===== src/design/hng_pkg.sv =====
// ----------------------------------------------------------------------------
// hng_pkg
// Shared types and constants of the heightmap normal generator.
// ----------------------------------------------------------------------------
package hng_pkg;

  // default line buffer depth
  localparam int HNG_MAX_WIDTH = 1024;

  // configuration register indexes
  localparam int CFG_IDX_W  = 1;
  localparam int CFG_DATA_W = 16;
  typedef enum logic [CFG_IDX_W-1:0] {
    REG_MAP_WIDTH  = 1'b0,
    REG_MAP_HEIGHT = 1'b1
  } reg_idx_t;

  // register reset values
  localparam logic [10:0] MAP_WIDTH_RST  = 11'd256;
  localparam logic [15:0] MAP_HEIGHT_RST = 16'd256;

  // normalizer sizes: q = floor(num * 2^32 / den), then floor(sqrt(q))
  localparam int NUM_W      = 18;
  localparam int DEN_W      = 19;
  localparam int Q_W        = 33;
  localparam int DIV_STEPS  = 33;
  localparam int SQ_STEPS   = 17;
  localparam int ROOT_W     = 17;
  localparam int SQ_REM_W   = 20;
  localparam int LANE_LAT   = DIV_STEPS + SQ_STEPS + 1;
  localparam int BACK_LAT   = LANE_LAT + 1;

  // squared y term of the summed normal (510^2)
  localparam logic [NUM_W-1:0] SY_SQ = 18'd260100;

  // saturated 1.0 in Q1.15
  localparam logic signed [15:0] Q15_ONE = 16'sd32767;

  // queue between front and back
  localparam int FIFO_DEPTH = 4;

  // one job handed from front to back
  typedef struct packed {
    logic signed [8:0] dx;
    logic signed [8:0] dz;
    logic [9:0]        col;
    logic [15:0]       row;
    logic              extra;
  } job_t;

endpackage


===== src/design/hng_fifo.sv =====
// ----------------------------------------------------------------------------
// hng_fifo
// Short job queue that decouples the front from the back.
// ----------------------------------------------------------------------------
module hng_fifo
  import hng_pkg::*;
(
  input  logic clk,
  input  logic rst,
  input  logic push,
  input  job_t push_job,
  output logic full,
  input  logic pop,
  output logic valid,
  output job_t head
);

  localparam int PW = $clog2(FIFO_DEPTH);

  job_t          entries [FIFO_DEPTH];
  logic [PW-1:0] wr_ptr;
  logic [PW-1:0] rd_ptr;
  logic [PW:0]   count;

  assign full  = (count == (PW+1)'(FIFO_DEPTH));
  assign valid = (count != '0);
  assign head  = entries[rd_ptr];

  // storage
  always_ff @(posedge clk) begin
    if (push) begin
      entries[wr_ptr] <= push_job;
    end
  end

  // pointers and fill count
  always_ff @(posedge clk) begin
    if (rst) begin
      wr_ptr <= '0;
      rd_ptr <= '0;
      count  <= '0;
    end else begin
      if (push) begin
        wr_ptr <= wr_ptr + PW'(1);
      end
      if (pop) begin
        rd_ptr <= rd_ptr + PW'(1);
      end
      count <= count + (PW+1)'(push) - (PW+1)'(pop);
    end
  end

endmodule


===== config.mk =====
export PLATFORM = sky130hd
export DESIGN_NAME = hng_fifo
export DESIGN_NICKNAME = d
export VERILOG_FILES = /design/src/design/hng_pkg.sv /design/src/design/hng_fifo.sv
export SDC_FILE = /design/constraint.sdc
export NUM_CORES = 1
export LEC_CHECK = 0
export BUFFER_PORTS_ARGS = -buffer_cell sky130_fd_sc_hd__buf_4
export CORE_ASPECT_RATIO = 1.2
export CORE_MARGIN = 2
export CORE_UTILIZATION = 50
export CTS_CLUSTER_DIAMETER = 100
export CTS_CLUSTER_SIZE = 28
export DETAILED_ROUTE_END_ITERATION = 6
export GPL_ROUTABILITY_DRIVEN = 0
export GPL_TIMING_DRIVEN = 0
export PLACE_DENSITY = 0.71
export SETUP_SLACK_MARGIN = 0.4
export SYNTH_ARGS = -nofsm -noshare
export SYNTH_HDL_FRONTEND = slang
export SYNTH_SLANG_ARGS = --single-unit

===== constraint.sdc =====
create_clock -name clk -period 2.8 [get_ports clk]
set_input_delay 0.28 -clock clk [delete_from_list [all_inputs] [get_ports clk]]
set_output_delay 0.28 -clock clk [all_outputs]
set_load 0.1 [all_outputs]

## Word-level counts from Yosys, hierarchy flattened

Memory sizes are Yosys's and may differ from the RTL's. A register that Yosys moved wholly into a read port is not among the register bits.
Index checks and enable logic that the tools add are counted.

- Memory bits (read-only): 0
- Memories kept: 1
- Latch bits: 0
- Output and inout port bits: 47
- Register bits after elaboration: 7
- Bits in writable memories: 180

Memory list:

| name | words | width | read ports | clocked after Yosys merged registers in | wr ports | RTL line | RTL |
|---|---|---|---|---|---|---|---|
| entries | 4 | 45 | 1 | 1 | 1 | hng_fifo.sv:20 | `job_t entries [FIFO_DEPTH];` |

- $lt $le $gt $ge: 0
- Bitwise gates (word level): 0
- Divide/modulo/power cells: 0
- Multipliers: 0
- Shifts and indexed selects: 0
- Multiplexer cells: 4
- $add $sub $neg: 4
- Reductions and logical operators: 1
- Eq/ne operators: 1

Operators by type and width:

| cell | number |
|---|---|
| 2-bit by 1-bit adder with 2-bit output, second input constant | 2 |
| 2-bit two-way mux | 2 |
| 3-bit by 1-bit adder with 3-bit output | 1 |
| 3-bit == test, second input constant | 1 |
| 3-bit nonzero test | 1 |
| 3-bit by 1-bit subtractor with 3-bit output | 1 |
| 1-bit two-way mux | 2 |

## Longest topological paths before layout

Gate-level depths: netlist of the first run.

- Word-level depth: 3
- Gate-level depth with buffers: 7
- Depth with buffers taken out: 7

## Worst setup path before layout of the first run

Ideal clock, no wire load.

- Kind: register to register
- From: reg wr_ptr[0]
- To: mem entries[2][0] (netlist bit) (enable)
- Setup time: 407 ps
- Period minus slack after synthesis: 2,029 ps
- Path slack: 771 ps
- Arrival: 1,623 ps
- Cell stages (with the launch flop): 4
- Data required time: 2,393 ps
- Path through: dfxtp_1 inv_1 ha_1 and2_1

RTL lines:

| element | RTL line | RTL |
|---|---|---|
| start: declaration | hng_fifo.sv:21 | `logic [PW-1:0] wr_ptr;` |
| start signal: assignment | hng_fifo.sv:44 | `wr_ptr <= wr_ptr + PW'(1);` |
| end: declaration | hng_fifo.sv:20 |  |

Straight into the memory's write port.

==> run metrics, run 1 <==
hold crit path type=input port to flop; PD cells=slightly above 800 mW/mm^2; Detail Placement HPWL=7.02 mm; Buffers on Ports=95; Avg WL per Cell=19.6 um; die width=112 um; Ys Warns=0; fin cells=around 580; largest net degree at the start of global routing=25; sequential fraction of the synthesis area=about four fifths; Iteration-0 DRC Markers=104; clock skew=about 0.012 ns; Core ar.=0.0138 sq mm; Detail Route Antenna Nets=0; CP Buf/Inv Count=3; Hold Crit Start=push_job[3]; vias in the first global route=3,334; Top delay family on crit path=buffers and inverters; grt total ovfl=0; CP endpoint=head[1]; Most used DFF post-synth=edfxtp_1; TritonCTS clock tree=done; number of placement rows=47; R2R Path End=entries[2][31]$_DFFE_PP_; Die ar.=approximately 0.015 sq mm; CTS root buffer=clkbuf_16; number of flops mapped to enable cells by yosys=180; Reg area=0.00559 sq mm; Lkg Pwr=between 0.002 and 0.003 uW; Crit path depth=4; multi-input logic area=0.00127 sq mm; H-tree Lvls=4; die span in y=134 um; number of max-cap violations=0; Clock Tree Buf Depth=2; # DRC=0; final hold vios=0; Area after DPL=0.00801 sq mm; Placed Cells=547; syn_area_per_cell=25.2 sq um; WL final=11.4 mm; CTS buffer count=17; Net Count, Synth=333; initial antenna violation count=0; Post-Synthesis Cells=277; Reg2Reg Setup Slack=~1.1 ns; fin crit share=slightly below 80%; clk_lat worst skew=0.42 ns; commonest non-fill, non-tap cell in the layout=edfxtp_1; first-pass GRT wire length=17.7 mm; IO Pins=96; Pre-Repair DR Iteration Count=4; Rel. slew slack=56.7%; setup TNS=0 ns; Synth Cell Area=0.00699 sq mm; Fillers=979; CP arrival=1.89 ns; Clock Pin Slew Worst Setup and Hold Paths=0.07 ns; Final #Nets=451; Worst-Margin Slew=0.650 ns; Post-CTS Hold Buffers=0; Yosys top cell area share=77.3%; GRT Util Overall=16.1%; Worst EP required=2.52 ns; worst reg-to-reg path cell count=4; CP max-delay cell=mux4_2; routed vias=3,041; Worst R2R Start=wr_ptr[0]$_SDFFE_PP0P_; Seq cells post-synth=189; Starting Density=50.8%; worst-path cell chain=clkbuf_2 -> buf_2 -> mux4_2 -> buf_4; status=finished clean; largest cells by area after synthesis=edfxtp_1 77%, mux4_2 13%, dfxtp_1 2.6%; Slew Limit Fails=0; Setup-failing EPs final=0; postcts setup bufs=0; layout cells sized above 1=44.6%; commonest non-fill, non-tap cells in the layout=180 x edfxtp_1, 95 x buf_4, 40 x mux4_2; CP max FO=10; Worst setup SP type=flop; Async S/R FF share, synth=0%; number of vias per cell=5.25; area grow syn2layout=23.0%; critical path class=flop to output port; design area=0.00860 sq mm; diode count=0; largest area contributor in the netlist=edfxtp_1; RSZ-0062 raised after global routing=false; count of cell types in the netlist=22; Peak VDD IR=0.572 mV; min Tclk post-route=2.17 ns; CP endpoint kind=output port; clock sink total=189; CP peak stage delay=0.37 ns; post-cts repair resize count=0; Max Fclk=about 0.46 GHz
-- report_power, final --
group          switching, uW  total (uW)  internal, uW
registers               36.6        3280          3250
clock network            975        2380          1410
logic                   1060        1470           405
total                   2070        7130          5060
-- how the worst min path moves through the flow --
stage	endpoint	slack [ns]	cells past startpoint
global route	entries[3][3]$_DFFE_PP_	0.04	1
detailed placement	entries[1][28]$_DFFE_PP_	0.48	1
finish	entries[2][3]$_DFFE_PP_	0.06	1
global placement	entries[1][43]$_DFFE_PP_	0.48	1
CTS	entries[3][35]$_DFFE_PP_	0.04	1
floorplan	count[0]$_SDFF_PP0_	0.35	1
-- area by class of cell --
class,count,area share [%]
Timing Repair Buffer,99,9.22
Sequential cell,189,64.9
Tap cell,171,2.49
Clock inverter,14,1.93
Inverter,6,0.262
Clock buffer,18,4.99
Buffer,10,1.35
Multi-Input combinational cell,72,14.8
-- sequential cells by signal, summed over array words and instances (netlist names), named ones only --
register / cells
rd_ptr: 2
entries: 180
wr_ptr: 2
count: 3
-- kinds of logic after synthesis --
kind of cell | share of synthesized area (%)
muxes | 14.9
buffers and inverters | 1.99
DFF | 79.9
adders and majority gates | 1.36
and+or+nand+nor | 1.09
xor gates and xnor gates | 0.590
AOI/OAI and AO/OA | 0.215
-- stage by stage --
stage          setup slack (ns)  util (%)  hold WS [ns]  power [uW]
2_1_floorplan             0.771         -         0.352        4490
3_5_place_dp              0.991      58.2         0.483        4830
4_1_cts                   0.567      62.5        0.0432        7200
5_1_grt                   0.502      62.5        0.0394        7370
6_report                  0.627      62.5        0.0600        7130
3_3_place_gp            -0.0620      57.6         0.479        4800
-- cells in the mapped netlist, drive strengths merged (2+ instances only) --
cell type  instances
nor2b              2
and2               4
edfxtp           180
ha                 6
mux4              45
xnor2              2
nor2               5
buf                9
dfxtp              9
inv                6
-- worst reg2reg max path, stage by stage, from the launching register on --
cell	delay, ns
dfxtp_1	0.35
inv_1	0.10
ha_1	0.14
and2_2	0.56
buf_12	0.28
-- layer usage --
metal / global-route usage (%) / vias to the layer above / share of wire [%]
li1: - / 1405 / -
met2: 26.5 / 68 / 53
met1: 20.3 / 1558 / 41
met4: 6.23 / 0 / 1.2
met5: 0 / - / 0
met3: 4.87 / 10 / 4.7
(Power assumes the default switching activity.)
==> run 2: changes to the inputs <==
- clock period: 2.8 -> 2.15 ns (I/O delays scaled with it)
==> run 2 against run 1 <==
Compared with the run above: critical path type unchanged; first-iteration DRC count is 59% higher; worst setup slack worse by 0.52 ns; total power rose by 35%; final area is 9.1% higher; clock skew shrank 0.0037 ns; flip-flop and latch count stayed put; sequential share of layout area shrank 5.4 points; final cell count grew 8.6%; critical endpoint is now head[35]; combinational power is 50% higher.
==> run metrics, run 2 (synthesis gave the netlist of run 1 again) <==
largest reg by FF count=entries; worst-path cell chain=buf_12 -> clkbuf_16 -> mux4_2 -> buf_6; CTS buffer count=17; TritonCTS clock tree=done; PD cells=1020 mW/mm^2; Fillers=898; CP Buf/Inv Count=3; clock sink total=189; Top Registers=entries x180, count x3; CP max-delay cell=mux4_2; status=finished clean; Worst setup SP type=flop; number of vias per cell=between 5 and 6; Sw Pwr=2790 uW; Rel. slew slack=52.7%; # DRC=0; Clock Tree Buf Depth=2; vias in the first global route=3,589; Clock Pin Slew Worst Setup and Hold Paths=0.06 ns; internal power=6820 uW; CP arrival=1.83 ns; Seq pwr share=44.6%; final hold vios=0; clock skew=0.00828 ns; GRT Util Overall=17.3%; Iteration-0 DRC Markers=165; largest net degree at the start of global routing=46; Reg area=0.00559 sq mm; die span in y=134 um; routed vias=3,328; area grow syn2layout=34.2%; Starting Density=50.8%; Final #Nets=501; Die ar.=0.0150 sq mm; initial antenna violation count=0; Setup-failing EPs final=0; Detail Placement HPWL=approximately 6.6 mm; Pre-Repair DR Iteration Count=4; dpl ws=0.131 ns; IO Pins=96; grt total ovfl=0; layout cells sized above 1=between 40% and 50%; CP peak stage delay=0.51 ns; number of max-cap violations=0; Peak VDD IR=0.640 mV; setup TNS=0 ns; Core ar.=0.0138 sq mm; hold crit path type=input port to flop; Max Fclk=about 0.49 GHz; WL final=around 12 mm; clk_lat worst skew=0.42 ns; commonest non-fill, non-tap cell in the layout=edfxtp_1; max FFs per register=180; critical path class=flop to output port; fin crit share=95.2%; CP max FO=5; commonest non-fill, non-tap cells in the layout=180 x edfxtp_1, 55 x buf_4, 46 x dlygate4sd3_1; Worst-Margin Slew=a little over 0.7 ns; min Tclk post-route=just over 2 ns; die width=112 um; CP endpoint kind=output port; Buffers on Ports=95; switching share of power=29.1%; Avg WL per Cell=19.8 um; first-pass GRT wire length=roughly 19 mm; H-tree Lvls=4; diode count=0; RSZ-0062 raised after global routing=true; Top delay family on crit path=buffers and inverters; CTS root buffer=clkbuf_16; share of power burned in the clock network=32.6%; Logic pwr share=22.8%; multi-input logic area=0.00126 sq mm; number of placement rows=47; fin worst setup slack=0.103 ns; Detail Route Antenna Nets=0; Worst EP required=1.93 ns; Lkg Pwr=0.00328 uW; Slew Limit Fails=0
-- run 2: final timing paths --
kind,from,end,slack [ns],cells after the start
min,pop,rd_ptr[0]$_SDFFE_PP0P_,0.11,3
max reg2reg,wr_ptr[0]$_SDFFE_PP0P_,entries[3][41]$_DFFE_PP_,0.56,2
min reg2reg,rd_ptr[0]$_SDFFE_PP0P_,flop,0.55,2
max,flop,head[35],0.10,4
-- run 2: timing repair --
action | CTS | global route
resized for setup | 69 | 9
setup buffers | 2 | 0
endpoints found under the setup margin | 226 | 46
cloned | 1 | 5
pin swaps | 0 | 1
endpoints found under the hold margin | 182 | 0
hold buffers | 46 | 0
-- run 2: stage by stage --
step	utilization [%]	hold slack (ns)	instances	power (uW)	instance area, sq um
2_1_floorplan	-	0.287	277	5840	7000
6_report	68.2	0.106	629	9610	9390
5_1_grt	68.2	0.0973	629	9910	9390
3_5_place_dp	57.6	0.418	543	6280	7930
3_3_place_gp	57.6	0.414	543	6250	7930
4_1_cts	67.1	0.0958	624	9600	9240
-- run 2: power groups by stage --
| stage | clock network [uW] | logic, uW | registers (uW) |
|---|---|---|---|
| 2_1_floorplan | 0 | 1500 | 4340 |
| 6_report | 3130 | 2200 | 4280 |
| 5_1_grt | 3340 | 2270 | 4300 |
| 3_5_place_dp | 0 | 1910 | 4360 |
| 4_1_cts | 3180 | 2140 | 4280 |
| 3_3_place_gp | 0 | 1900 | 4350 |
-- run 2: per-layer routing --
metal | routed length, um | global-route usage [%]
met5 | 0 | 0
met4 | 225 | 6.78
met3 | 396 | 4.46
met2 | 6700 | 30.0
met1 | 5160 | 21.1
-- run 2: area by class of cell --
type | count | share of cell area (%)
plain buffers | 10 | 1.44
clock buffers | 20 | 4.65
clock inverters | 12 | 1.73
inverters | 6 | 0.240
multi-input cells | 72 | 13.4
flip-flops and latches | 189 | 59.6
well taps | 171 | 2.28
repair buffers | 149 | 16.7
-- run 2: tightest hold or removal path: cells and delay by family --
family                    cells  cell delay, ns
xor gates and xnor gates      1            0.09
buffers and inverters         1            0.12
and+or+nand+nor               1            0.08
==> run 3: changes to the inputs <==
- ABC_AREA: not set -> 1
- PLACE_DENSITY: 0.71 -> 0.7
==> run 3 against run 2 <==
Compared with the run above: die area increased by 11%; critical path depth is 3 higher; synthesized cell count is 110% higher; flip-flop and latch count stayed put; sequential share of layout area shrank 11 points; critical path type unchanged.
==> run metrics, run 3 <==
WL final=20.2 mm; min Tclk post-route=between 1.5 and 2 ns; simple-gate portion of the synthesized area=5.08%; Net Count, Synth=638; Compound-Gate Fraction of Synth Area=13.7%; number of flops mapped to enable cells by yosys=180; Worst setup SP type=flop; IO Pins=96; Pre-Repair DR Iteration Count=5; Peak VDD IR=about 0.64 mV; Detail Placement HPWL=9.68 mm; largest cells by area after synthesis=edfxtp_1 70%, o211ai_2 7.3%, inv_1 5.2%; Clock Pin Slew Worst Setup and Hold Paths=0.07 ns; PD cells=around 860 mW/mm^2; syn_area_per_cell=13.3 sq um; number of placement rows=between 40 and 50; Setup-failing EPs final=0; Lkg Pwr=~0.0044 uW; Clock Tree Buf Depth=2; status=finished clean; internal power=6660 uW; max FFs per register=between 150 and 200; Starting Density=between 50% and 60%; share of power burned in the clock network=28.5%; Ys Warns=0; worst reg-to-reg path cell count=5; Seq pwr share=a little over two fifths; number of max-cap violations=0; crit-path most repeated cell=buf_4; Top Registers=entries x180, count x3; die width=118 um; Most used DFF post-synth=edfxtp_1; combinational family with the most area after synthesis=compound AO/OA/AOI/OAI gates; Seq cells post-synth=roughly 190; GR peak layer=met2; count of cell types in the netlist=16; Sw Pwr=between 3000 and 4000 uW; largest reg by FF count=entries; Max Fclk=0.504 GHz; fin crit share=about 92%; count leader, synth=edfxtp_1; met1 layer usage reported by global route=between 20% and 30%; clk_lat worst skew=0.43 ns; RSZ-0062 raised after global routing=true; switching share of power=32.1%; commonest non-fill, non-tap cells in the layout=180 x edfxtp_1, 102 x inv_1, 90 x buf_4; Synth Cell Area=approximately 0.0078 sq mm; Die ar.=between 0.015 and 0.02 sq mm; clock sink total=approximately 190; hold depth=3; vias in the first global route=5,571; Post-Synthesis Cells=582; first-pass GRT wire length=29.5 mm; initial antenna violation count=0; CP max FO=10; Logic pwr share=between 20 and 30%; TritonCTS clock tree=done; grt total ovfl=0; diode count=0; top cells by count, synth=180 x edfxtp_1, 107 x inv_1, 98 x nand2_1, 51 x a21oi_1, 49 x o21ai_0; global-route track usage on met3=5.62%; commonest non-fill, non-tap cell in the layout=edfxtp_1; Hold Crit Start=push; sequential fraction of the synthesis area=a little under three quarters; layout cells sized above 1=42.4%; die span in y=around 140 um; Core ar.=0.0151 sq mm; design area=0.0114 sq mm; largest net degree at the start of global routing=17; Detail Route Antenna Nets=0; Buffers on Ports=95; Final #Nets=852; CP arrival=1.77 ns; post-synthesis mux area share=0%; Pwr Total=about 9800 uW; Async S/R FF share, synth=0%; hold crit path type=input port to flop; met2 usage=42.9%; CP endpoint kind=output port; Iteration-0 DRC Markers=about 400; # DRC=0; GRT Util Overall=24.1%; Area after DPL=0.00875 sq mm; Rel. slew slack=between 60% and 70%; post-synthesis xor/xnor area fraction=0%; worst-path cell chain=buf_6 -> buf_4 -> buf_4 -> a21oi_1 -> o21ai_2 -> nand2_2 -> buf_12; final hold vios=0; critical path class=flop to output port; CTS root buffer=clkbuf_16; Yosys top cell area share=69.6%; Post-Synth Adder-Cell Area=1.22%; Fillers=886; CTS buffer count=17; Slew Limit Fails=0; CP max-delay cell=dfxtp_2; clock skew=0.00614 ns; H-tree Lvls=4; area grow syn2layout=47.0%; Worst R2R Start=wr_ptr[1]$_SDFFE_PP0P_; Avg WL per Cell=19.9 um; CP peak stage delay=0.32 ns; number of vias per cell=around 5.2; Worst-Margin Slew=~0.49 ns; largest area contributor in the netlist=edfxtp_1; routed vias=5,301; Worst EP required=between 1.5 and 2 ns; Min Hold Slack=roughly 0.14 ns
-- run 3: cell types whose count changed in the layout (fill, tap and decap cells not counted), sizes merged, moves of 49 or more --
cell	previous run	this run
nand2	0	98
buf	108	163
a21oi	1	51
inv	8	104
o21ai	0	49
-- run 3: power by group through the flow --
stage          Sequential (uW)  Combinational, uW  Clock [uW]
2_1_floorplan             4320               1450           0
6_report                  4270               2750        2800
4_1_cts                   4260               2580        2790
5_1_grt                   4280               2850        2980
3_3_place_gp              4330               1900           0
3_5_place_dp              4340               1930           0
-- run 3: kinds of logic (layout without fill, tap and decap cells) --
kind of cell / Yosys count / after routing
compound gates: 145 / 145
fa+ha+maj: 7 / 7
buf+inv: 137 / 364
flops: 189 / 189
simple gates: 104 / 104
-- run 3: final timing paths --
check	end	slack, ns
setup / recovery	head[39]	0.17
hold / removal	wr_ptr[0]$_SDFFE_PP0P_	0.14
setup reg to reg	entries[1][15]$_DFFE_PP_	0.42
hold reg to reg	rd_ptr[1]$_SDFFE_PP0P_	0.47
-- run 3: routing by layer --
| layer | share of wire [%] | wire length, um | vias up |
|---|---|---|---|
| li1 | - | - | 2443 |
| met1 | 38 | 7760 | 2636 |
| met2 | 54 | 11000 | 187 |
| met3 | 5.1 | 1040 | 35 |
| met4 | 2.0 | 406 | 0 |
| met5 | 0 | 0 | - |
-- run 3: area by class of cell --
class / instances / area (sq um) / area share, %
Buffer: 30 / 368 / 3.22
Clock buffer: 17 / 425 / 3.73
Clock inverter: 15 / 101 / 0.888
Inverter: 107 / 417 / 3.65
Multi-Input combinational cell: 256 / 1930 / 16.9
Sequential cell: 189 / 5590 / 48.9
Tap cell: 204 / 255 / 2.24
Timing Repair Buffer: 183 / 2240 / 19.7
Timing Repair inverter: 12 / 90.1 / 0.789
-- run 3: worst max-delay path: cells and delay by family, from the launching register on --
kind	cells	cell delay, ns
AO/OA/AOI/OAI	2	0.31
buffers and inverters	4	0.60
flip-flops	1	0.32
AND/OR/NAND/NOR	1	0.10
-- run 3: stage by stage --
step	worst slack [ns]	util, %	cells	setup TNS, ns
2_1_floorplan	0.402	-	582	0
3_3_place_gp	-0.167	58.0	881	-21.82
3_5_place_dp	-0.216	58.0	881	-24.48
4_1_cts	0.120	72.8	1001	0
5_1_grt	0.0914	75.7	1013	0
6_report	0.167	75.7	1013	0
-- run 3: repair_timing --
item,in CTS,in global routing
pin swaps,57,37
buffers inserted,24,9
setup endpoints to repair,225,168
hold buffers,47,0
cloned,17,3
hold endpoints to repair,184,0
resized for setup,259,79
